[src/rtl/core/spq_pkg.sv]
// Types and constants shared by the sorted priority queue modules.
package spq_pkg;

  localparam int unsigned PRIO_W   = 16;
  localparam int unsigned AGE_W    = 8;
  localparam int unsigned TAG_W    = 64;
  localparam int unsigned OP_W     = 2;
  localparam int unsigned STATUS_W = 2;

  typedef enum logic [OP_W-1:0] {
    OP_ENQ  = 2'd0,
    OP_DEQ  = 2'd1,
    OP_PEEK = 2'd2,
    OP_NONE = 2'd3
  } op_t;

  typedef enum logic [STATUS_W-1:0] {
    ST_OK    = 2'd0,
    ST_EMPTY = 2'd1,
    ST_FULL  = 2'd2
  } status_t;

  // Priority sits in the lowest bits, matching the stream packing.
  typedef struct packed {
    logic [TAG_W-1:0]  tag;
    logic [AGE_W-1:0]  age;
    logic [PRIO_W-1:0] prio;
  } entry_t;

  localparam int unsigned ENTRY_W = $bits(entry_t);
  localparam int unsigned OUT_USER_W = STATUS_W + 1;

  typedef enum logic [2:0] {
    S_IDLE,
    S_DISPATCH,
    S_ENQ_PRIME,
    S_ENQ_WALK,
    S_ENQ_PLACE,
    S_HEAD_RD,
    S_RESULT
  } state_t;

  typedef struct packed {
    logic    accept;
    logic    prime;
    logic    shift;
    logic    place;
    logic    head_rd;
    logic    load;
    logic    with_head;
    logic    pop;
    status_t status;
  } cmd_t;

  typedef struct packed {
    op_t  op;
    logic full;
    logic empty;
    logic greater;
    logic last;
    logic out_free;
  } stat_t;

endpackage

[src/rtl/core/spq_ctrl.sv]
// Controller state machine for the sorted priority queue.
module spq_ctrl (
  input  logic          clk,
  input  logic          rst,
  input  logic          in_valid,
  output logic          in_ready,
  input  spq_pkg::stat_t stat,
  output spq_pkg::cmd_t  cmd
);

  spq_pkg::state_t state, state_next;

  always_ff @(posedge clk) begin
    if (rst) begin
      state <= spq_pkg::S_IDLE;
    end else begin
      state <= state_next;
    end
  end

  always_comb begin
    state_next = state;
    case (state)
      spq_pkg::S_IDLE: begin
        if (in_valid) begin
          state_next = spq_pkg::S_DISPATCH;
        end
      end
      spq_pkg::S_DISPATCH: begin
        case (stat.op)
          spq_pkg::OP_ENQ: begin
            state_next = stat.full ? spq_pkg::S_RESULT : spq_pkg::S_ENQ_PRIME;
          end
          spq_pkg::OP_DEQ, spq_pkg::OP_PEEK: begin
            state_next = stat.empty ? spq_pkg::S_RESULT : spq_pkg::S_HEAD_RD;
          end
          default: begin
            state_next = spq_pkg::S_RESULT;
          end
        endcase
      end
      spq_pkg::S_ENQ_PRIME: begin
        state_next = stat.empty ? spq_pkg::S_ENQ_PLACE : spq_pkg::S_ENQ_WALK;
      end
      spq_pkg::S_ENQ_WALK: begin
        if (!stat.greater || stat.last) begin
          state_next = spq_pkg::S_ENQ_PLACE;
        end
      end
      spq_pkg::S_ENQ_PLACE: begin
        state_next = spq_pkg::S_RESULT;
      end
      spq_pkg::S_HEAD_RD: begin
        state_next = spq_pkg::S_RESULT;
      end
      spq_pkg::S_RESULT: begin
        if (stat.out_free) begin
          state_next = spq_pkg::S_IDLE;
        end
      end
      default: begin
        state_next = spq_pkg::S_IDLE;
      end
    endcase
  end

  always_comb begin
    in_ready = 1'b0;
    cmd = '0;
    cmd.status = spq_pkg::ST_OK;
    case (state)
      spq_pkg::S_IDLE: begin
        in_ready = 1'b1;
        cmd.accept = in_valid;
      end
      spq_pkg::S_ENQ_PRIME: begin
        cmd.prime = 1'b1;
      end
      spq_pkg::S_ENQ_WALK: begin
        cmd.shift = stat.greater;
      end
      spq_pkg::S_ENQ_PLACE: begin
        cmd.place = 1'b1;
      end
      spq_pkg::S_HEAD_RD: begin
        cmd.head_rd = 1'b1;
      end
      spq_pkg::S_RESULT: begin
        cmd.load = stat.out_free;
        case (stat.op)
          spq_pkg::OP_ENQ: begin
            cmd.status = stat.full ? spq_pkg::ST_FULL : spq_pkg::ST_OK;
          end
          spq_pkg::OP_DEQ, spq_pkg::OP_PEEK: begin
            cmd.status = stat.empty ? spq_pkg::ST_EMPTY : spq_pkg::ST_OK;
            cmd.with_head = !stat.empty;
            cmd.pop = (stat.op == spq_pkg::OP_DEQ) && !stat.empty;
          end
          default: begin
            cmd.status = spq_pkg::ST_OK;
          end
        endcase
      end
      default: begin
        in_ready = 1'b0;
      end
    endcase
  end

endmodule

[src/rtl/core/spq_datapath.sv]
// Datapath of the sorted priority queue: circular entry store, walk pointers and output register.
module spq_datapath #(
  parameter int unsigned CAPACITY = 16
) (
  input  logic                              clk,
  input  logic                              rst,
  input  logic [spq_pkg::ENTRY_W-1:0]       in_data,
  input  logic [spq_pkg::OP_W-1:0]          in_user,
  output logic                              out_valid,
  input  logic                              out_ready,
  output logic [spq_pkg::ENTRY_W-1:0]       out_data,
  output logic [spq_pkg::OUT_USER_W-1:0]    out_user,
  input  spq_pkg::cmd_t                     cmd,
  output spq_pkg::stat_t                    stat
);

  localparam int unsigned AW = (CAPACITY > 1) ? $clog2(CAPACITY) : 1;
  localparam int unsigned CW = $clog2(CAPACITY + 1);
  localparam int unsigned SW = CW + 1;

  function automatic logic [AW-1:0] wrap_prev(input logic [AW-1:0] p);
    return (p == '0) ? AW'(CAPACITY - 1) : AW'(p - 1'b1);
  endfunction

  function automatic logic [AW-1:0] wrap_next(input logic [AW-1:0] p);
    return (p == AW'(CAPACITY - 1)) ? '0 : AW'(p + 1'b1);
  endfunction

  spq_pkg::entry_t mem [CAPACITY];

  logic [AW-1:0]       head;
  logic [CW-1:0]       count;
  logic [AW-1:0]       ins_ptr;
  logic [CW-1:0]       left;
  spq_pkg::op_t        op;
  logic                full;
  logic                empty;
  spq_pkg::entry_t     new_entry;
  spq_pkg::entry_t     rd_data;
  spq_pkg::entry_t     out_entry;
  spq_pkg::status_t    out_status;
  logic                out_head;

  logic [SW-1:0]       tail_sum;
  logic [AW-1:0]       tail;
  logic [AW-1:0]       prev_ins;
  logic [AW-1:0]       prev2_ins;
  logic [AW-1:0]       rd_addr;
  logic                rd_en;
  logic                wr_en;
  spq_pkg::entry_t     wr_data;

  // The tail slot is head plus occupancy, folded back into the ring.
  assign tail_sum = SW'(head) + SW'(count);
  assign tail = (tail_sum >= SW'(CAPACITY)) ? AW'(tail_sum - SW'(CAPACITY)) : AW'(tail_sum);

  assign prev_ins  = wrap_prev(ins_ptr);
  assign prev2_ins = wrap_prev(prev_ins);

  // While shifting, the entry below the one being compared is fetched ahead.
  assign rd_en   = cmd.prime | cmd.shift | cmd.head_rd;
  assign rd_addr = cmd.head_rd ? head : (cmd.shift ? prev2_ins : prev_ins);
  assign wr_en   = cmd.shift | cmd.place;
  assign wr_data = cmd.place ? new_entry : rd_data;

  always_ff @(posedge clk) begin
    if (wr_en) begin
      mem[ins_ptr] <= wr_data;
    end
    if (rd_en) begin
      rd_data <= mem[rd_addr];
    end
  end

  always_ff @(posedge clk) begin
    if (cmd.accept) begin
      op        <= spq_pkg::op_t'(in_user);
      new_entry <= spq_pkg::entry_t'(in_data);
      full      <= (count == CW'(CAPACITY));
      empty     <= (count == '0);
    end
  end

  always_ff @(posedge clk) begin
    if (rst) begin
      head    <= '0;
      count   <= '0;
      ins_ptr <= '0;
      left    <= '0;
    end else begin
      if (cmd.accept) begin
        ins_ptr <= tail;
        left    <= count;
      end else if (cmd.shift) begin
        ins_ptr <= prev_ins;
        left    <= left - CW'(1);
      end
      if (cmd.place) begin
        count <= count + CW'(1);
      end else if (cmd.load && cmd.pop) begin
        head  <= wrap_next(head);
        count <= count - CW'(1);
      end
    end
  end

  always_ff @(posedge clk) begin
    if (rst) begin
      out_valid <= 1'b0;
    end else if (cmd.load) begin
      out_valid <= 1'b1;
    end else if (out_ready) begin
      out_valid <= 1'b0;
    end
  end

  always_ff @(posedge clk) begin
    if (cmd.load) begin
      out_status <= cmd.status;
      out_head   <= cmd.with_head;
      out_entry  <= cmd.with_head ? rd_data : '0;
    end
  end

  assign out_data = out_entry;
  assign out_user = {out_head, out_status};

  always_comb begin
    stat.op       = op;
    stat.full     = full;
    stat.empty    = empty;
    stat.greater  = (rd_data.prio > new_entry.prio);
    stat.last     = (left == CW'(1));
    stat.out_free = !out_valid || out_ready;
  end

endmodule

[src/rtl/core/sorted_priority_queue_unit.sv]
// Top level of the sorted priority queue.
//
//  channel | direction | tdata                          | tuser
//  s_axis  | in        | prio[15:0] age[23:16] tag[87:24] | op[1:0]
//  m_axis  | out       | prio[15:0] age[23:16] tag[87:24] | status[1:0] entry_valid[2]
//
// One transaction at a time. An enqueue walks down from the tail of the store,
// moving one entry per cycle (one read, one write port) until it finds its place.
// The next transaction can be accepted in the cycle after its result is loaded.
// Reset (rst, synchronous) empties the queue; the memory itself is not cleared.
// A result held by the sink stalls only the one after it, which waits in the controller.
module sorted_priority_queue_unit #(
  parameter int unsigned CAPACITY = 16
) (
  input  logic                                clk,
  input  logic                                rst,
  input  logic                                s_axis_tvalid,
  output logic                                s_axis_tready,
  input  logic [spq_pkg::ENTRY_W-1:0]         s_axis_tdata,  // prio, age, tag
  input  logic [spq_pkg::OP_W-1:0]            s_axis_tuser,  // op
  output logic                                m_axis_tvalid,
  input  logic                                m_axis_tready,
  output logic [spq_pkg::ENTRY_W-1:0]         m_axis_tdata,  // prio, age, tag
  output logic [spq_pkg::OUT_USER_W-1:0]      m_axis_tuser   // status, entry_valid
);

  spq_pkg::cmd_t  cmd;
  spq_pkg::stat_t stat;

  spq_ctrl u_ctrl (
    .clk      (clk),
    .rst      (rst),
    .in_valid (s_axis_tvalid),
    .in_ready (s_axis_tready),
    .stat     (stat),
    .cmd      (cmd)
  );

  spq_datapath #(
    .CAPACITY (CAPACITY)
  ) u_datapath (
    .clk       (clk),
    .rst       (rst),
    .in_data   (s_axis_tdata),
    .in_user   (s_axis_tuser),
    .out_valid (m_axis_tvalid),
    .out_ready (m_axis_tready),
    .out_data  (m_axis_tdata),
    .out_user  (m_axis_tuser),
    .cmd       (cmd),
    .stat      (stat)
  );

endmodule

[config.mk]
export PLATFORM = sky130hd
export DESIGN_NAME = sorted_priority_queue_unit
export DESIGN_NICKNAME = d
export VERILOG_FILES = /design/src/rtl/core/spq_pkg.sv /design/src/rtl/core/spq_ctrl.sv /design/src/rtl/core/spq_datapath.sv /design/src/rtl/core/sorted_priority_queue_unit.sv
export SDC_FILE = /design/constraint.sdc
export NUM_CORES = 2
export LEC_CHECK = 0
export ABC_AREA = 1
export BUFFER_PORTS_ARGS = -buffer_cell sky130_fd_sc_hd__buf_4
export CAP_MARGIN = 10
export CORE_MARGIN = 10
export CORE_UTILIZATION = 63
export CTS_CLUSTER_DIAMETER = 50
export DETAILED_ROUTE_END_ITERATION = 10
export GPL_ROUTABILITY_DRIVEN = 1
export PLACE_DENSITY = 0.82
export SLEW_MARGIN = 20
export SYNTH_ARGS = -nofsm -noshare
export SYNTH_HDL_FRONTEND = slang
export SYNTH_HIERARCHICAL = 1
export SYNTH_SLANG_ARGS = --single-unit
[constraint.sdc]
create_clock -name clk -period 6.9 [get_ports clk]
set_input_delay 0.69 -clock clk [delete_from_list [all_inputs] [get_ports clk]]
set_output_delay 0.69 -clock clk [all_outputs]
set_load 0.01 [all_outputs]
* Word-level counts from Yosys, hierarchy flattened *
Memory sizes are Yosys's and may differ from the RTL's. A register that Yosys moved wholly into a read port is not among the register bits.
Index checks and enable logic that the tools add are counted.

operators by class
  $lt $le $gt $ge = 2
  reductions and logical operators = 19
  bitwise gates (word level) = 4
  eq/ne operators = 14
  $add $sub $neg = 8
  muxes and demuxes = 36

operators with widths
  operator                                              count
  2-to-1 mux 88 bit                                     1
  2-to-1 mux 4 bit                                      8
  2-to-1 mux 5 bit                                      5
  case mux 3 bit (6 select lines)                       1
  greater-than comparator 16 bit                        1
  2-to-1 mux 3 bit                                      5
  subtractor 4 x 1 -> 4 bit (second input constant)     3
  2-to-1 mux 1 bit                                      11
  subtractor 5 x 1 -> 5 bit (second input constant)     2
  == test 3 bit (second input constant)                 3
  zero test 4 bit                                       2
  adder 4 x 5 -> 6 bit                                  1
  == test 3 x 2 -> 1 bit (second input constant)        2
  >= comparator 6 x 5 -> 1 bit (second input constant)  1
  2-to-1 mux 2 bit                                      3
  case mux 3 bit (2 select lines)                       1
  nonzero test 2 bit                                    3
  adder 5 x 1 -> 5 bit (second input constant)          1
  == test 5 x 1 -> 1 bit (second input constant)        1
  == test 5 bit (second input constant)                 1
  zero test 5 bit                                       1
  adder 4 x 1 -> 4 bit (second input constant)          1
  == test 4 bit (second input constant)                 1
  != test 2 x 1 -> 1 bit (second input constant)        2
  15 further kinds                                      22

storage, ports and cells
  output and inout bits = 93
  word-level logic and storage cells = 101
  bits in registers = 205
  bits of input ports = 94
  memories = 1
  RAM bits = 1408

memory list
  name            words  width  rd ports  clocked after Yosys merged registers in  wr ports  RTL line            source
  u_datapath.mem  16     88     1         1                                        1         spq_datapath.sv:29  spq_pkg::entry_t mem [CAPACITY];

* Depth between registers and ports, before layout *
  word-level depth = 7
  mapped depth = 22
  gate-level depth less buffers = 19

* Modules after synthesis *
Netlist, hierarchy kept.

modules (own cells, without submodules)
  module        cells an instance  area an instance (um2)  instances  seq. area each (um2)
  spq_datapath  6839               73972.2                 1          50798.7
  spq_ctrl      71                 390.4                   1          60.1

* Worst setup path after synthesis *
OpenSTA, ideal clock, no wires.

  kind = register -> register
  start = reg, netlist name u_datapath/rd_data[15]
  end = mem u_datapath/mem[10][0] in the netlist's numbering, enable pin
  path slack = 0.716 ns
  data required time = 6.365 ns
  cell stages (with the launch flop) = 13
  path buffers = 1
  clock period less this slack = 6.184 ns
  data arrival time = 5.649 ns
  cell sequence = edfxtp_1 > ha_1 > nand2_1 > nor4_1 > nand2_1 > a21oi_1 > inv_1 > nor3_1 > buf_2 > nor2_1 > inv_1 > nand2_1 > nor2_1

RTL lines
  item       RTL line
  to (decl)  spq_datapath.sv:29

==> results by group <==
Clock tree
  • Post-cts sizing count: 0
  • Latest clock arrival within the worst-skew pair: 780 ps
  • Cts bufs inserted: 170
  • H-tree depth: 4
  • CTS tree: done
  • Clock sinks: 1701
  • Setup bufs post-CTS: 0
  • CTS Root Cell: clkbuf_16
  • Clock slew at reported path FFs: 60 ps
  • Max Root-Sink Buffers: 3
  • Hold-fix buffers, CTS: 0

Die
  • Area of the core: 0.117 mm2
  • Die Footprint: 0.132 mm2
  • Ports: 187
  • Die H: 364 um
  • Die X: 364 um
  • Rows: 125
  • Initial Util: 0.637

Finish
  • Sequential cell area: 0.0509 mm2
  • Share of cells above drive strength 1: 0.0801
  • Area Overhead vs Synth: 10.6%
  • Multi-input gate area: 0.0160 mm2
  • Fillers: 7435
  • Final Net Count: 7099

Pwr
  • LEAKAGE: 34.7 nW
  • Peak supply drop: 0.452 mV
  • PD cells: 361 mW/mm2

Critical path
  • WP data required: 7410 ps
  • Startpoint Class: flip-flop
  • Endpoint class of the critical path: flip-flop
  • Crit path DAT: 5220 ps
  • CP max FO: 88
  • Kind of critical path: flip-flop to flip-flop

Detailed routing
  • Iter 0 DRT Violations: 7350
  • DR DRC count: 2
  • Wire per inst: 22.5 um
  • Drt pass-1 iters: 9
  • Antenna viol nets, final: 0
  • DR vias/cell: 6.06
  • Routed WL: 194000 um
  • Vias after detailed routing: 52300

Yosys
  • Yosys cell types: 41
  • Sequential fraction of the synthesis area: 0.684
  • Synth Area in Adders: 0.00626
  • Post-synth top area cell: edfxtp_1
  • Synth Register Bits: 1701
  • Synthesized cell area: 0.0744 mm2
  • Main combinational cell family by area after synthesis: simple AND/OR/NAND/NOR gates
  • Post-synthesis mux area share: 0
  • Top-area cell type share of the netlist area: 0.678
  • Net Count, Synth: 7040
  • Asr flop ratio synth: 0
  • Mean Syn Cell Area: 10.8 um2
  • EDFF count, synth: 1679
  • Synth top area cells: edfxtp_1 (68%), nand3_1 (13%), inv_1 (7.4%)
  • YS warnings: 6
  • Post-Synth Simple-Gate Area: 0.199
  • Post-synthesis compound-gate area fraction: 0.00538
  • Main synth FF type: edfxtp_1
  • Xor/xnor share of the synthesized area: 0.000942
  • Mapped Cells: 6910

STA
  • Worst slew pin tran: 1250 ps
  • Final Hold Viols: 0
  • Period Utilization, post-route: 0.683
  • Slew margin rel.: 0.166
  • Max Clk Rate: 212 MHz
  • Setup tns final: 0 ps
  • Final setup fails: 0
  • Final Slew Violations: 0
  • Unrepaired setup endpoints after global routing: false
  • Final Skew: 29.1 ps
  • Post-route minimum period: 4710 ps
  • Final critical-path setup slack: 2190 ps

Placed design
  • PortBufs: 186
  • DP HPWL: 96800 um
  • Placement Setup Slack: 2320 ps
  • GP Congestion: 0.814

Status
  • Status: finished, violations left
  • Failing checks: design-rule violations

Global route
  • Vias in the first global route: 52800
  • Global-route wire length before repair: 296000 um
  • Pin count of the biggest net entering global routing: 201
  • Grt ovf: 0
  • Total GRT Usage: 0.290
  • Initial antenna violation count: 0

Job
  • Max Cap Violations: 0

Min path
  • Hold Crit Class: input pin to flip-flop
==> layout by cell type, fill, tap and decap left out, types with 5 or more instances in the layout <==
cell type	n
nand2_1	1188
clkinv_1	42
buf_4	257
a21oi_1	25
clkinv_2	30
edfxtp_1	1679
nand3_1	1859
inv_1	1467
o21ai_0	32
clkinvlp_4	5
clkbuf_1	34
clkbuf_16	177
nand4_1	6
inv_6	6
nand3b_1	89
nor2_1	29
clkinv_4	5
buf_12	31
nor2_4	21
dfxtp_1	22
ha_1	34
a31oi_1	5
bufinv_16	9
==> cell type report <==
type / instances / area share
flip-flops and latches: 1701 / 0.619
multi-input cells: 3332 / 0.195
inverters: 1475 / 0.0675
clock buffers: 211 / 0.0554
repair buffers: 289 / 0.0314
well taps: 1524 / 0.0232
clock inverters: 98 / 0.00921
diodes: 1 / 0.0000304
==> sequential cells by signal, indices dropped and copies added (netlist names), 3 cells and up <==
name	cells
u_datapath/mem	1408
u_datapath/new_entry	88
u_datapath/out_data	88
u_datapath/rd_data	88
u_datapath/count	5
u_datapath/left	5
u_datapath/head	4
u_datapath/ins_ptr	4
u_ctrl/state	3
==> critical path, stage by stage (launching register included) <==
cell      delay, ps
edfxtp_1        420
ha_1            330
nand2_1         100
nor4_1          510
nand2_1         110
a21oi_1         140
inv_1            70
nor3_1          250
buf_4           230
inv_1            90
nand3_1         140
nand3_4         280
nand2_8         560
buf_4           590
nand2_1         130
nand3_1         120
nand3_1          70
nand3_1         110
nand2_1         130
==> power by group <==
part	internal (W)	switching (W)	total [W]
Sequential	0.0135	0.000296	0.0138
Clock	0.00502	0.00383	0.00885
Combinational	0.00169	0.00536	0.00705
Total	0.0202	0.00949	0.0297
==> Yosys cell counts (22+ instances only) <==
cell and count:
clkbuf_1 102, a21oi_1 25, ha_1 34, o21ai_0 32, edfxtp_1 1679, nand3b_1 89, nor2_1 49, buf_6 49
buf_1 56, dfxtp_1 22, buf_4 35, inv_1 1468, nand3_1 1859, nand2_1 1191, buf_2 160
==> layer usage <==
metal | up-vias | GRT usage | wire, um
met4 | 0 | 0.159 | 10500
met3 | 813 | 0.0556 | 23500
met1 | 24600 | 0.352 | 65600
li1 | 23000 | - | -
met2 | 3929 | 0.488 | 94800
met5 | - | 0 | 0
==> final timing paths <==
check | from | to | slack, ps | cells past startpoint
worst max-delay path | u_datapath/rd_data[15] | u_datapath/rd_data[10] | 2190 | 18
worst max register to register | u_datapath/rd_data[15] | u_datapath/rd_data[10] | 2190 | 18
worst min-delay path | s_axis_tdata[49] | u_datapath/new_entry[49] | 80 | 1
worst min register to register | u_datapath/out_valid | u_datapath/out_valid | 490 | 2
==> logic make-up (layout without fill, tap and decap cells) <==
group	after synthesis	after routing
flip-flops	1701	1701
XOR/XNOR	8	8
buffers and inverters	1877	2073
AND/OR/NAND/NOR	3215	3215
adder cells (fa/ha/maj)	36	36
AO/OA/AOI/OAI	73	73
other	0	1
==> per-stage QoR <==
step	instance area [um2]	util	hold WS, ps	power, W	std cells
floorplan	74400	-	471	0.0184	6910
global placement	76900	0.659	478	0.0204	8320
detailed placement	76900	0.659	481	0.0207	8321
CTS	82200	0.705	49.8	0.0295	8630
global route	82200	0.705	63.9	0.0307	8630
finish	82200	0.705	82.6	0.0297	8631
Note: power is estimated with default switching activity, not from simulation.
